**src/design/qts_pkg.sv**
```systemverilog
// ----------------------------------------------------------------------------
// qts_pkg
// Shared types, constants and helpers of the quoted token splitter.
// ----------------------------------------------------------------------------
package qts_pkg;

    // String and token limits
    localparam int MAX_STRING_LEN   = 4096;
    localparam int MAX_TOKENS_LIMIT = 64;
    localparam int OFF_W            = $clog2(MAX_STRING_LEN + 1);
    localparam int SEEN_W           = 7;

    // Result queue depth
    localparam int QDEPTH = 4;
    localparam int QCNT_W = $clog2(QDEPTH + 1);

    // Character codes
    localparam logic [7:0] CH_SPACE = 8'h20;
    localparam logic [7:0] CH_TAB   = 8'h09;
    localparam logic [7:0] CH_QUOTE = 8'h22;

    // Configuration register indexes
    localparam logic [1:0] CFG_SEP_MODE   = 2'd0;
    localparam logic [1:0] CFG_SEP_CHAR   = 2'd1;
    localparam logic [1:0] CFG_MAX_TOKENS = 2'd2;

    // Reset values of the configuration registers
    localparam logic       RST_SEP_MODE   = 1'b0;
    localparam logic [7:0] RST_SEP_CHAR   = 8'd44;
    localparam logic [6:0] RST_MAX_TOKENS = 7'd64;

    // Status codes
    localparam logic [1:0] ST_OK         = 2'd0;
    localparam logic [1:0] ST_TOO_MANY   = 2'd1;
    localparam logic [1:0] ST_UNMATCHED  = 2'd2;
    localparam logic [1:0] ST_TOO_LONG   = 2'd3;

    // Result kinds
    localparam logic KIND_TOKEN   = 1'b0;
    localparam logic KIND_SUMMARY = 1'b1;

    // Scanner state
    typedef enum logic [3:0] {
        S_SKIP   = 4'b0001,
        S_PLAIN  = 4'b0010,
        S_QUOTED = 4'b0100,
        S_DRAIN  = 4'b1000
    } t_scan_mode;

    typedef struct packed {
        logic [7:0] data_byte;
        logic       byte_present;
        logic       end_of_string;
    } t_in_item;

    typedef struct packed {
        logic        item_kind;
        logic [11:0] token_start;
        logic [12:0] token_length;
        logic [5:0]  token_index;
        logic        was_quoted;
        logic [6:0]  token_total;
        logic [1:0]  status;
        logic        last_of_run;
    } t_out_item;

    // Results of one beat pushed into the queue
    typedef struct packed {
        logic [1:0] count;
        t_out_item  r0;
        t_out_item  r1;
    } t_res_push;

    // Queue status back to the scanner
    typedef struct packed {
        logic              space_ok;
        logic [QCNT_W-1:0] count;
    } t_q_stat;

    function automatic logic is_sep(input logic mode, input logic [7:0] sep_char,
                                    input logic [7:0] b);
        logic r;
        if (mode) begin
            r = (b == sep_char);
        end else begin
            r = (b == CH_SPACE) || (b == CH_TAB);
        end
        return r;
    endfunction

endpackage

```
**src/design/qts_scan.sv**
```systemverilog
// ----------------------------------------------------------------------------
// qts_scan
// Input register, configuration registers and the per-beat scanner update.
// Produces up to two results (token, summary) per input beat.
// ----------------------------------------------------------------------------
module qts_scan import qts_pkg::*; (
    input  logic       i_clk,
    input  logic       i_rst_n,
    input  logic       i_in_valid,
    output logic       o_in_stall,
    input  t_in_item   i_in_data,
    input  logic       i_cfg_valid,
    output logic       o_cfg_ready,
    input  logic [1:0] i_cfg_index,
    input  logic [7:0] i_cfg_data,
    input  t_q_stat    i_q_stat,
    output t_res_push  o_push
);

    // Configuration
    logic       r_sep_mode;
    logic [7:0] r_sep_char;
    logic [6:0] r_max_tokens;

    // Input register
    logic     r_in_valid, n_in_valid;
    t_in_item r_in;

    // Scanner state
    t_scan_mode        r_mode, n_mode;
    logic [OFF_W-1:0]  r_off, n_off;
    logic [OFF_W-1:0]  r_start, n_start;
    logic [SEEN_W-1:0] r_seen, n_seen;
    logic [1:0]        r_err, n_err;

    logic advance, accept;

    assign o_cfg_ready = 1'b1;
    assign advance     = r_in_valid && i_q_stat.space_ok;
    assign o_in_stall  = r_in_valid && !advance;
    assign accept      = i_in_valid && !o_in_stall;

    // Configuration writes
    always_ff @(posedge i_clk) begin
        if (!i_rst_n) begin
            r_sep_mode   <= RST_SEP_MODE;
            r_sep_char   <= RST_SEP_CHAR;
            r_max_tokens <= RST_MAX_TOKENS;
        end else if (i_cfg_valid) begin
            unique case (i_cfg_index)
                CFG_SEP_MODE:   r_sep_mode   <= i_cfg_data[0];
                CFG_SEP_CHAR:   r_sep_char   <= i_cfg_data;
                CFG_MAX_TOKENS: r_max_tokens <= i_cfg_data[6:0];
                default: ;
            endcase
        end
    end

    // Input register
    always_comb begin
        n_in_valid = r_in_valid;
        if (accept) begin
            n_in_valid = 1'b1;
        end else if (advance) begin
            n_in_valid = 1'b0;
        end
    end

    always_ff @(posedge i_clk) begin
        if (!i_rst_n) begin
            r_in_valid <= 1'b0;
        end else begin
            r_in_valid <= n_in_valid;
        end
        if (accept) begin
            r_in <= i_in_data;
        end
    end

    // Scanner update for the registered beat
    always_comb begin
        logic [SEEN_W-1:0] limit;
        logic              sep;
        logic              tok_v;
        logic [OFF_W-1:0]  tok_end;
        logic              tok_q;
        logic [OFF_W-1:0]  tok_len;
        t_out_item         tok, summ;

        n_mode  = r_mode;
        n_off   = r_off;
        n_start = r_start;
        n_seen  = r_seen;
        n_err   = r_err;
        tok_v   = 1'b0;
        tok_end = r_off;
        tok_q   = 1'b0;
        tok_len = '0;
        tok     = '0;
        summ    = '0;
        o_push  = '0;

        limit = (r_max_tokens < SEEN_W'(MAX_TOKENS_LIMIT)) ? r_max_tokens
                                                          : SEEN_W'(MAX_TOKENS_LIMIT);
        sep   = is_sep(r_sep_mode, r_sep_char, r_in.data_byte);

        if (advance) begin
            // byte handling
            if (r_in.byte_present && (r_err == ST_OK)) begin
                if (r_off >= OFF_W'(MAX_STRING_LEN)) begin
                    n_off  = OFF_W'(MAX_STRING_LEN);
                    n_err  = ST_TOO_LONG;
                    n_mode = S_DRAIN;
                end else begin
                    unique case (r_mode)
                        S_SKIP: begin
                            if (!sep) begin
                                if (r_seen >= limit) begin
                                    n_err  = ST_TOO_MANY;
                                    n_mode = S_DRAIN;
                                end else if (r_in.data_byte == CH_QUOTE) begin
                                    n_start = r_off + OFF_W'(1);
                                    n_mode  = S_QUOTED;
                                end else begin
                                    n_start = r_off;
                                    n_mode  = S_PLAIN;
                                end
                            end
                        end
                        S_PLAIN: begin
                            if (sep) begin
                                tok_v   = 1'b1;
                                tok_end = r_off;
                                n_mode  = S_SKIP;
                            end
                        end
                        S_QUOTED: begin
                            if (r_in.data_byte == CH_QUOTE) begin
                                tok_v   = 1'b1;
                                tok_q   = 1'b1;
                                tok_end = r_off;
                                n_mode  = S_SKIP;
                            end
                        end
                        S_DRAIN: ;
                        default: ;
                    endcase
                    if (n_err == ST_OK) begin
                        n_off = r_off + OFF_W'(1);
                    end
                end
            end

            // end of string: close an open plain token, flag an open quoted one
            if (r_in.end_of_string && (n_err == ST_OK)) begin
                if (n_mode == S_PLAIN) begin
                    tok_v   = 1'b1;
                    tok_end = n_off;
                end else if (n_mode == S_QUOTED) begin
                    n_err = ST_UNMATCHED;
                end
            end

            // token result
            tok_len           = (tok_end >= n_start) ? (tok_end - n_start) : '0;
            tok.item_kind     = KIND_TOKEN;
            tok.token_start   = n_start[11:0];
            tok.token_length  = tok_len[12:0];
            tok.token_index   = r_seen[5:0];
            tok.was_quoted    = tok_q;
            tok.token_total   = r_seen + SEEN_W'(1);
            tok.status        = ST_OK;
            tok.last_of_run   = !r_in.end_of_string;
            if (tok_v) begin
                n_seen = r_seen + SEEN_W'(1);
            end

            // summary result
            summ.item_kind   = KIND_SUMMARY;
            summ.token_total = n_seen;
            summ.status      = n_err;
            summ.last_of_run = 1'b1;

            o_push.count = {1'b0, tok_v} + {1'b0, r_in.end_of_string};
            o_push.r0    = tok_v ? tok : summ;
            o_push.r1    = summ;

            // clear per-string state after the summary
            if (r_in.end_of_string) begin
                n_mode  = S_SKIP;
                n_off   = '0;
                n_start = '0;
                n_seen  = '0;
                n_err   = ST_OK;
            end
        end
    end

    always_ff @(posedge i_clk) begin
        if (!i_rst_n) begin
            r_mode  <= S_SKIP;
            r_off   <= '0;
            r_start <= '0;
            r_seen  <= '0;
            r_err   <= ST_OK;
        end else begin
            r_mode  <= n_mode;
            r_off   <= n_off;
            r_start <= n_start;
            r_seen  <= n_seen;
            r_err   <= n_err;
        end
    end

endmodule

```
**src/design/qts_outq.sv**
```systemverilog
// ----------------------------------------------------------------------------
// qts_outq
// Shifting result queue. Takes up to two results per beat, hands out one.
// Entry 0 is the head and drives the output port.
// ----------------------------------------------------------------------------
module qts_outq import qts_pkg::*; (
    input  logic      i_clk,
    input  logic      i_rst_n,
    input  t_res_push i_push,
    output t_q_stat   o_q_stat,
    output logic      o_out_valid,
    input  logic      i_out_stall,
    output t_out_item o_out_data
);

    t_out_item         r_q [QDEPTH];
    t_out_item         n_q [QDEPTH];
    logic [QCNT_W-1:0] r_cnt, n_cnt;
    logic [QCNT_W-1:0] cnt_after_pop;
    logic              pop;

    assign o_out_valid       = (r_cnt != '0);
    assign o_out_data        = r_q[0];
    assign pop               = o_out_valid && !i_out_stall;
    assign o_q_stat.space_ok = (r_cnt <= QCNT_W'(QDEPTH - 2));
    assign o_q_stat.count    = r_cnt;

    // shift on pop, append pushed results behind the survivors
    always_comb begin
        cnt_after_pop = r_cnt - QCNT_W'(pop);
        for (int i = 0; i < QDEPTH; i++) begin
            if (pop && (i < QDEPTH - 1)) begin
                n_q[i] = r_q[(i + 1) % QDEPTH];
            end else begin
                n_q[i] = r_q[i];
            end
            if ((i_push.count != 2'd0) && (cnt_after_pop == QCNT_W'(i))) begin
                n_q[i] = i_push.r0;
            end
            if ((i_push.count == 2'd2) && (cnt_after_pop + QCNT_W'(1) == QCNT_W'(i))) begin
                n_q[i] = i_push.r1;
            end
        end
        n_cnt = cnt_after_pop + QCNT_W'(i_push.count);
    end

    always_ff @(posedge i_clk) begin
        if (!i_rst_n) begin
            r_cnt <= '0;
        end else begin
            r_cnt <= n_cnt;
        end
        for (int i = 0; i < QDEPTH; i++) begin
            r_q[i] <= n_q[i];
        end
    end

endmodule

```
**src/design/quoted_token_splitter_top.sv**
```systemverilog
// Path: a beat's results pass the input register and then the result queue.
// Throughput: one input beat per cycle while each beat yields at most one result and
// the output is not stalled; a beat that yields a token and a summary takes an extra
// output slot, as the single-result output port drains the four-entry result queue.
// Reset: synchronous, active low; clears scanner state, queue and input register,
// and loads the configuration defaults (space/tab, comma, 64 tokens).
// ----------------------------------------------------------------------------
// quoted_token_splitter_top
// Splits a byte stream into plain and quoted tokens, one byte per beat, and
// reports every token plus an end-of-string summary.
// ----------------------------------------------------------------------------
module quoted_token_splitter_top import qts_pkg::*; (
    input  logic       i_clk,
    input  logic       i_rst_n,
    input  logic       i_in_valid,
    output logic       o_in_stall,
    input  t_in_item   i_in_data,
    output logic       o_out_valid,
    input  logic       i_out_stall,
    output t_out_item  o_out_data,
    input  logic       i_cfg_valid,
    output logic       o_cfg_ready,
    input  logic [1:0] i_cfg_index,
    input  logic [7:0] i_cfg_data
);

    t_res_push push;
    t_q_stat   q_stat;

    // Scanner
    qts_scan u_scan (
        .i_clk       (i_clk),
        .i_rst_n     (i_rst_n),
        .i_in_valid  (i_in_valid),
        .o_in_stall  (o_in_stall),
        .i_in_data   (i_in_data),
        .i_cfg_valid (i_cfg_valid),
        .o_cfg_ready (o_cfg_ready),
        .i_cfg_index (i_cfg_index),
        .i_cfg_data  (i_cfg_data),
        .i_q_stat    (q_stat),
        .o_push      (push)
    );

    // Result queue
    qts_outq u_outq (
        .i_clk       (i_clk),
        .i_rst_n     (i_rst_n),
        .i_push      (push),
        .o_q_stat    (q_stat),
        .o_out_valid (o_out_valid),
        .i_out_stall (i_out_stall),
        .o_out_data  (o_out_data)
    );

`ifndef SYNTHESIS
    // no push without room for two results
    a_push_room: assert property (@(posedge i_clk) disable iff (!i_rst_n)
        (push.count != 2'd0) |-> q_stat.space_ok)
        else $error("result pushed into full queue");

    // queue never overflows
    a_q_bound: assert property (@(posedge i_clk) disable iff (!i_rst_n)
        q_stat.count <= QCNT_W'(QDEPTH))
        else $error("result queue count out of range");

    // a double push is always token then summary
    a_pair_order: assert property (@(posedge i_clk) disable iff (!i_rst_n)
        (push.count == 2'd2) |-> (push.r0.item_kind == KIND_TOKEN
                                  && push.r1.item_kind == KIND_SUMMARY))
        else $error("bad result pair order");

    // a summary always closes its run
    a_summary_last: assert property (@(posedge i_clk) disable iff (!i_rst_n)
        (o_out_valid && o_out_data.item_kind == KIND_SUMMARY) |-> o_out_data.last_of_run)
        else $error("summary without last_of_run");
`endif

endmodule
```
**config.mk**
```make
export PLATFORM = sky130hd
export DESIGN_NAME = quoted_token_splitter_top
export DESIGN_NICKNAME = d
export VERILOG_FILES = /design/src/design/qts_pkg.sv /design/src/design/qts_scan.sv /design/src/design/qts_outq.sv /design/src/design/quoted_token_splitter_top.sv
export SDC_FILE = /design/constraint.sdc
export NUM_CORES = 1
export LEC_CHECK = 0
export ABC_AREA = 1
export BUFFER_PORTS_ARGS = -buffer_cell sky130_fd_sc_hd__buf_2
export CAP_MARGIN = 25
export CORE_UTILIZATION = 35
export DETAILED_ROUTE_END_ITERATION = 12
export PLACE_DENSITY = 0.59
export RECOVER_POWER = 100
export SETUP_SLACK_MARGIN = 0.4
export SYNTH_ARGS = -nofsm -noshare
export SYNTH_HDL_FRONTEND = slang
export SYNTH_SLANG_ARGS = --single-unit
```
**constraint.sdc**
```tcl
create_clock -name i_clk -period 4.8 [get_ports i_clk]
set_clock_uncertainty 0.15 [all_clocks]
set_input_delay 0.96 -clock i_clk [delete_from_list [all_inputs] [get_ports i_clk]]
set_output_delay 0.96 -clock i_clk [all_outputs]
set_load 0.01 [all_outputs]
```
== Yosys cells after proc, flatten, opt, wreduce, memory -nomap -nowiden ==
Memories as Yosys holds them, arrays and structs flattened.
Cells that the tools add are included.

* Flip-flop bits (word level): 69
* RAM bits: 172
* Output and inout port bits: 46
* Logic and storage cells: 144
* Memories kept: 1

* Add/subtract/negate cells: 7
* $lt $le $gt $ge: 5
* Eq/ne operators: 18
* Mux-type cells: 69
* Reduce and logical (&&, ||, !) cells: 31

{| class="wikitable"
|+ Memory list
! name !! words !! bits a word !! rd ports !! clocked after memory_dff !! write ports !! line !! text
|-
| u_outq.r_q || 4 || 43 || 4 || 0 || 4 || qts_outq.sv:16 || <nowiki>t_out_item r_q [QDEPTH];</nowiki>
|}

{| class="wikitable"
|+ Operators by type and width
! operator !! count
|-
| 2-to-1 mux 43 bit || 12
|-
| 2-to-1 mux 13 bit || 16
|-
| 2-to-1 mux 88 bit || 1
|-
| 2-to-1 mux 4 bit || 8
|-
| 2-to-1 mux 2 bit || 13
|-
| 2-to-1 mux 7 bit || 3
|-
| == test 8 x 6 -> 1 bit (second input constant) || 2
|-
| logical AND 1 bit || 14
|-
| adder 13 x 1 -> 13 bit (second input constant) || 1
|-
| >= comparator 13 bit || 1
|-
| >= comparator 13 bit (second input constant) || 1
|-
| 2-to-1 mux 1 bit || 13
|-
| subtractor 13 bit || 1
|-
| == test 3 x 2 -> 1 bit (second input constant) || 4
|-
| one-hot mux 4 bit (3 select lines) || 1
|-
| == test 4 x 2 -> 1 bit (second input constant) || 2
|-
| == test 4 x 3 -> 1 bit (second input constant) || 2
|-
| == test 8 x 4 -> 1 bit (second input constant) || 1
|-
| == test 8 bit || 1
|-
| zero test 2 bit || 4
|-
| adder 7 x 1 -> 7 bit (second input constant) || 1
|-
| >= comparator 7 bit || 1
|-
| less-than comparator 7 bit (second input constant) || 1
|-
| == test 3 x 1 -> 1 bit (second input constant) || 2
|-
| 16 further kinds || 24
|}

== Longest topological paths before layout ==
Gate-level depths: netlist of run 1.

* Depth after elaboration: 24
* Depth in mapped cells: 33

== Modules after synthesis ==
Synthesis of run 1 repeated with hierarchy kept, for this count alone.

* Cell total of the unflattened synthesis: 2,061
* Area, all modules: 15,449.8 µm²

{| class="wikitable"
|+ By module, submodules not included
! module !! instances !! cells an instance !! area an instance (µm²) !! seq. area each (µm²)
|-
| qts_outq || 1 || 1,202 || 9,799.4 || 5,225.0
|-
| qts_scan || 1 || 859 || 5,650.4 || 1,421.4
|}

== Least setup slack after synthesis of run 1 ==
OpenSTA, ideal clock, no wires.

* Path type: reg-to-reg
* Start point: reg, netlist name u_scan.r_max_tokens[6]
* End point: mem u_outq.r_q[0][0] (netlist name) (enable)
* Arrival time: 3.873 ns
* Data required time: 4.311 ns
* Slack: 0.438 ns
* Cell stages (with the launch flop): 29
* Path buffers: 2
* Cells stage by stage: dfxtp_1 -> inv_1 -> nand2_1 -> ha_1 -> nand2_1 -> inv_1 -> a21oi_1 -> nand2_1 -> nor2_1 -> nand2_1 -> nand3_1 -> nand2_1 -> nand2_1 -> inv_2 -> nand3_4 -> nand2_2 -> buf_4 -> ha_1 -> inv_1 -> nor2_1 -> nor2_1 -> inv_2 -> nand2_2 -> nor2_2 -> clkinv_1 -> nand2_1 -> nor2_1 -> clkbuf_1 -> inv_1

{| class="wikitable"
|+ RTL lines
! element !! line
|-
| to (decl) || qts_outq.sv:16
|}

==> flow_summary.toml, run 1 <==
[cts]
cts.root.buffer_cell = "clkbuf_16"
htreeDepth = 1
clk_path_buf_depth = 3
cts_hold_buf = 0
cts_tree = "yes"
clock-sinks = 241
clkLatencyLatePin_ns = 0.55
path_clk_slew_ns = 0.06
cts_buffers = 27

[layout]
fill_cells = 3383
syn2layout_area_growth_pct = 20.5
fin_util_pct = 43.2
nets = 1672
final_area_sq_um = 14200
finalNonFillerCells = 2076
diodes = 0
drive_gt1_share_pct = 14.3

[grt]
grt-ovfl-total = 0
grt_pass1_wl_mm = 51.7
grt_pass1_vias = 9696
grt_max_degree = 60
track_usage_pct = 18.6
antenna_found_initial = 0

[worst_hold_path]
hold_class = "reg -> reg"

[floorplanning]
die_w_um = 186
start_util_pct = 35.9
core_area_sq_um = 32900
die_h_um = 186
io_pins = 71
rows = 66
die_area_sq_um = 34400

[timing]
drv_slew = 0
rsz0062_at_grt = "yes"
hold_violations = 0
worst_pin_slew_ns = 1.38
fmax_mhz = 227
fin_crit_ns = 4.40
relSlewSlack_pct = 8.21
setup_viol = 0
tns_ns = 0
fin_crit_sh_pct = 91.7

[run]
drv_cap = 0

[detailed_routing]
remaining_drc_errors = 0
dr.pass1.iters = 5
viasPerCell = 5.12
drt_wl_total_mm = 32.6
wire_per_inst_um = 15.7
ant_nets = 0
drt-initial-drc-count = 747
routed-via-count = 10600

[logic_synthesis]
ys_seq_elements = 241
ys_types = 47
yosysSeqAreaShare_pct = 45.5
syn_inst = 1520
syn-mean-instance-area_sq_um = 7.75
yosys_warnings = 0
dominantRegCellSynth = "dfxtp_1"
async_flop_share_pct = 0
synth.cell_area_sq_um = 11800
synth_nets = 1579
synth_edf_count = 54

[setup_path]
critical_path.slowest_cell = "o21ai_0"
crit_type = "reg -> reg"
crit_top_cell = "nand2_1"
crit_path_end_kind = "register"
rrSetupSlack_ns = 0.40
start_kind = "register"
worstPathArrival_ns = 4.74
worstPathRequired_ns = 5.14
critPathMaxStageDelay_ns = 0.36
cp_max_fo = 8

[pwr]
p_leak_nw = 5.63
powerDensity_nw_per_um2 = 451
total_power_mw = 6.41
ir_drop_mv = 0.336

[status]
status = "finished, final reports clean"

[place]
dpl.hpwl_mm = 21.9
place_congestion = 0.873
placed_area_sq_um = 12700
dp_cells = 1996
placement.io_buffers = 69
## per-layer routing
metal	GRT usage, %	part of all wire [%]
met5	0	0
met4	4.26	1.9
met3	2.48	4.7
met2	30.0	46
met1	26.3	48
## path summary, 6_finish.rpt
| path | from | endpoint | cells after the start |
|---|---|---|---|
| setup / recovery | u_scan.r_max_tokens[6]$_SDFFE_PN1P_ | u_outq.r_q[2][21]$_SDFFE_PP0P_ | 31 |
| hold / removal | u_outq.r_q[3][24]$_SDFFE_PP0P_ | u_outq.r_q[3][24]$_SDFFE_PP0P_ | 2 |
| setup reg to reg | u_scan.r_max_tokens[6]$_SDFFE_PN1P_ | u_outq.r_q[2][21]$_SDFFE_PP0P_ | 31 |
| hold reg to reg | u_outq.r_q[3][24]$_SDFFE_PP0P_ | u_outq.r_q[3][24]$_SDFFE_PP0P_ | 2 |
## metrics by stage
stage,setup slack [ns],hold slack [ns]
CTS,0.383,0.309
floorplan,0.438,0.277
global placement,0.138,0.292
finish,0.400,0.311
detailed placement,-0.00412,0.297
global route,0.111,0.333
## where the power goes
group | leakage, nW | internal (mW) | switching, mW
sequential | 2.04 | 2.38 | 0.113
clock | 0.486 | 1.37 | 0.863
combinational | 3.10 | 0.543 | 1.13
## layout by cell type, fill, tap and decap left out, drive strengths merged, types with 5 or more instances in the layout
| cell | synthesis | final |
|---|---|---|
| nand2 | 341 | 341 |
| dfxtp | 187 | 187 |
| inv | 150 | 150 |
| o21ai | 149 | 149 |
| nand3 | 140 | 140 |
| nor2 | 116 | 116 |
| clkbuf | 57 | 99 |
| a21oi | 84 | 84 |
| buf | 15 | 76 |
| edfxtp | 54 | 54 |
| a32oi | 46 | 46 |
| ha | 32 | 32 |
| o22ai | 24 | 24 |
| xor2 | 19 | 19 |
| nand4 | 15 | 15 |
| a21boi | 13 | 13 |
| nor3 | 13 | 13 |
| o21a | 11 | 11 |
| o211ai | 10 | 10 |
| xnor2 | 9 | 9 |
| a31oi | 7 | 7 |
| clkinvlp | 0 | 6 |
| and2 | 6 | 6 |
| clkinv | 4 | 6 |
| nand3b | 5 | 5 |
## synthesized netlist by cell type (all sizes together), types with 2 or more instances
cell type	number	area (sq um)
a21oi	84	424
dfxtp	187	3740
clkinv	4	15.0
o211ai	10	75.1
nor2	116	460
nand3	140	728
o21ai	149	746
inv	150	563
nand4	15	93.8
nor3	13	76.3
nand2	341	1310
ha	32	400
o21a	11	82.6
a21boi	13	97.6
fa	2	40.0
a31oi	7	43.8
xor2	19	166
nor4	3	18.8
xnor2	9	78.8
a32oi	46	403
buf	15	96.3
edfxtp	54	1620
o22ai	24	150
nand3b	5	37.5
clkbuf	57	214
and2	6	37.5
## layout make-up
type	instances	area, sq um	share of cell area [%]
clock buffers	40	836	5.88
well taps	442	553	3.89
repair inverters	1	5.00	0.0352
multi-input cells	1053	5820	41.0
repair buffers	135	880	6.19
flip-flops and latches	241	5370	37.8
clock inverters	10	145	1.02
inverters	154	598	4.21
## kinds of logic (layout without fill, tap and decap cells)
kind of cell	after synthesis	in the layout	share of synthesized area, %
adders and majority gates	34	34	3.74
AOI/OAI and AO/OA	350	350	17.6
buffers and inverters	226	340	7.54
and+or+nand+nor	640	640	23.5
xor gates and xnor gates	28	28	2.08
other	1	1	0.0318
DFF	241	241	45.5
## sequential cells by signal (all words and copies together), names as in the netlist
name,flops
u_scan.r_in_valid,1
u_scan.r_sep_mode,1
u_scan.r_off,13
u_scan.r_in,10
u_scan.r_start,13
u_scan.r_mode,4
u_scan.r_seen,7
u_outq.r_cnt,3
u_outq.r_q,172
u_scan.r_max_tokens,7
u_scan.r_err,2
u_scan.r_sep_char,8
## worst max-delay path: cells and delay by family, from the launching register on
| kind | cells | cell delay, ns |
|---|---|---|
| adder cells (fa/ha/maj) | 2 | 0.53 |
| flip-flops | 1 | 0.34 |
| AO/OA/AOI/OAI | 3 | 0.56 |
| AND/OR/NAND/NOR | 17 | 1.72 |
| buffers and inverters | 9 | 0.99 |
## timing repair
item,in CTS,in global routing
cloned,0,6
setup endpoints to repair,72,105
gates resized for setup,14,92
pin swaps,5,46
buffers inserted,8,16
(Power assumes the default switching activity.)
==> inputs of run 2 (changes only) <==
Settings changed: PLACE_DENSITY 0.59 to unset.
==> run 2 against run 1 <==
  * Sequential share of layout area rose by 0.70 points
  * Routed wire length fell by 1.5%
  * Combinational power fell by 2%
  * Largest cell class unchanged
  * Non-clock buffer count fell by 11
  * Power fell by 0.95%
  * Setup slack improved by 0.11 ns
  * Clock power barely moved
==> flow_summary.toml, run 2 (synthesized netlist as in run 1, its figures left out) <==
[layout]
fin_util_pct = 42.4
final_area_sq_um = 13900
regMostFlops = "u_outq.r_q"
diodes = 0
nets = 1662
largest_reg_flops = 172
fill_cells = 3341
drive_gt1_share_pct = 11.7
syn2layout_area_growth_pct = 18.3
mostFrequentLayoutCell = "nand2_1"
reg_top3 = "u_outq.r_q (172), u_scan.r_off (13), u_scan.r_start (13)"
final_cell_mix = "323 x nand2_1, 183 x dfxtp_1, 137 x nand3_1, 136 x inv_1, 106 x o21ai_0"

[pwr]
p_comb_share_pct = 25.8
pwr-share-seq_pct = 39.3
p_sw_mw = 2.07
ir_drop_mv = 0.280
total_power_mw = 6.35
p_clk_share_pct = 34.9
p_int_mw = 4.27
powerDensity_nw_per_um2 = 455
swShare_pct = 32.7
p_leak_nw = 5.54

[cts]
cts_tree = "yes"
cts.root.buffer_cell = "clkbuf_16"
htreeDepth = 1
cts_buffers = 28
clk_path_buf_depth = 3
cts_hold_buf = 0
path_clk_slew_ns = 0.06
clkLatencyLatePin_ns = 0.55
clock-sinks = 241

[place]
placement.io_buffers = 69
place_congestion = 0.892
placed_area_sq_um = 12700
dpl.hpwl_mm = 21.8

[detailed_routing]
routed-via-count = 10600
drt_wl_total_mm = 32.1
wire_per_inst_um = 15.5
drt-initial-drc-count = 604
ant_nets = 0
viasPerCell = 5.11
dr.pass1.iters = 5
remaining_drc_errors = 0

[setup_path]
critical_path.slowest_cell = "dfxtp_2"
crit_type = "reg -> reg"
cp_max_fo = 10
worstPathRequired_ns = 5.05
critPathMaxStageDelay_ns = 0.34
crit_path_end_kind = "register"
worstPathArrival_ns = 4.54
startpoint = "u_scan.r_max_tokens[6]$_SDFFE_PN1P_"
start_kind = "register"
crit_top_cell = "nand2_1"
r2r_start = "u_scan.r_max_tokens[6]$_SDFFE_PN1P_"
r2r-end = "u_outq.r_q[3][29]$_SDFFE_PP0P_"
rr_worst_depth = 28
crit_end = "u_outq.r_q[3][29]$_SDFFE_PP0P_"
rrSetupSlack_ns = 0.51

[timing]
fin_crit_sh_pct = 89.3
hold_violations = 0
worst_pin_slew_ns = 1.08
rsz0062_at_grt = "yes"
fin_crit_ns = 4.29
fmax_mhz = 233
tns_ns = 0
hold_slack_ns = 0.307
drv_slew = 0
setup_viol = 0
relSlewSlack_pct = 28.1

[status]
status = "finished, final reports clean"

[floorplanning]
die_area_sq_um = 34400
die_w_um = 186
rows = 66
die_h_um = 186
start_util_pct = 35.9
io_pins = 71
core_area_sq_um = 32900

[grt]
track_usage_pct = 18.4
grt_pass1_wl_mm = 51.2
grt_pass1_vias = 9815
grt_max_degree = 60
grt-ovfl-total = 0
antenna_found_initial = 0

[run]
drv_cap = 0

[worst_hold_path]
hold_class = "reg -> reg"
## run 2: cell type report
type / instances / area, sq um / area share, %
multi-input combinational: 1053 / 5680 / 40.7
clock inverter: 13 / 170 / 1.22
tap: 442 / 553 / 3.97
sequential: 241 / 5370 / 38.5
inverter: 154 / 594 / 4.26
timing repair inverter: 1 / 7.51 / 0.0539
timing repair buffer: 124 / 776 / 5.56
clock buffer: 39 / 793 / 5.69
## run 2: worst min-delay path by stage
stage / from / end / slack (ns) / depth (start not counted)
after floorplan: u_outq.r_q[1][10]$_SDFFE_PP0P_ / u_outq.r_q[1][10]$_SDFFE_PP0P_ / 0.28 / 2
after global placement: u_outq.r_q[3][12]$_SDFFE_PP0P_ / u_outq.r_q[3][12]$_SDFFE_PP0P_ / 0.29 / 2
after detailed placement: u_outq.r_q[1][10]$_SDFFE_PP0P_ / u_outq.r_q[1][10]$_SDFFE_PP0P_ / 0.30 / 2
after CTS: u_outq.r_q[1][10]$_SDFFE_PP0P_ / u_outq.r_q[1][10]$_SDFFE_PP0P_ / 0.31 / 2
after global routing: u_outq.r_q[1][10]$_SDFFE_PP0P_ / u_outq.r_q[1][10]$_SDFFE_PP0P_ / 0.32 / 2
final: u_outq.r_q[3][28]$_SDFFE_PP0P_ / u_outq.r_q[3][28]$_SDFFE_PP0P_ / 0.31 / 2
## run 2: what timing repair did
item	CTS	global route
resized for setup	12	58
endpoints found under the setup margin	52	130
buffers inserted	1	12
cloned	0	7
pin swaps	1	26
## run 2: worst max-delay path, delay by kind of cell (launching register included)
family	cells	cell delay, ns
AO/OA/AOI/OAI	7	1.27
XOR/XNOR	1	0.18
buffers and inverters	7	0.71
adder cells (fa/ha/maj)	2	0.48
AND/OR/NAND/NOR	11	1.01
flip-flops	1	0.34
## run 2: metal layers
metal / vias to the layer above / GRT usage [%] / wire length (um)
met4: 0 / 5.55 / 816
li1: 5338 / - / -
met1: 4963 / 25.6 / 15700
met5: - / 0 / 0
met3: 51 / 2.35 / 1330
met2: 203 / 29.6 / 14300
## run 2: per-stage QoR
step	setup slack [ns]	instances
2_1_floorplan	0.438	1520
3_3_place_gp	0.259	1993
3_5_place_dp	0.165	1993
4_1_cts	0.405	2046
5_1_grt	0.180	2067
6_report	0.514	2067
## run 2: power by group through the flow
| stage | registers [mW] | logic, mW | clock network [mW] |
|---|---|---|---|
| floorplan | 2.54 | 1.03 | 0 |
| global placement | 2.53 | 1.55 | 0 |
| global route | 2.52 | 1.82 | 2.34 |
| CTS | 2.49 | 1.57 | 2.27 |
| finish | 2.49 | 1.64 | 2.21 |
| detailed placement | 2.53 | 1.56 | 0 |
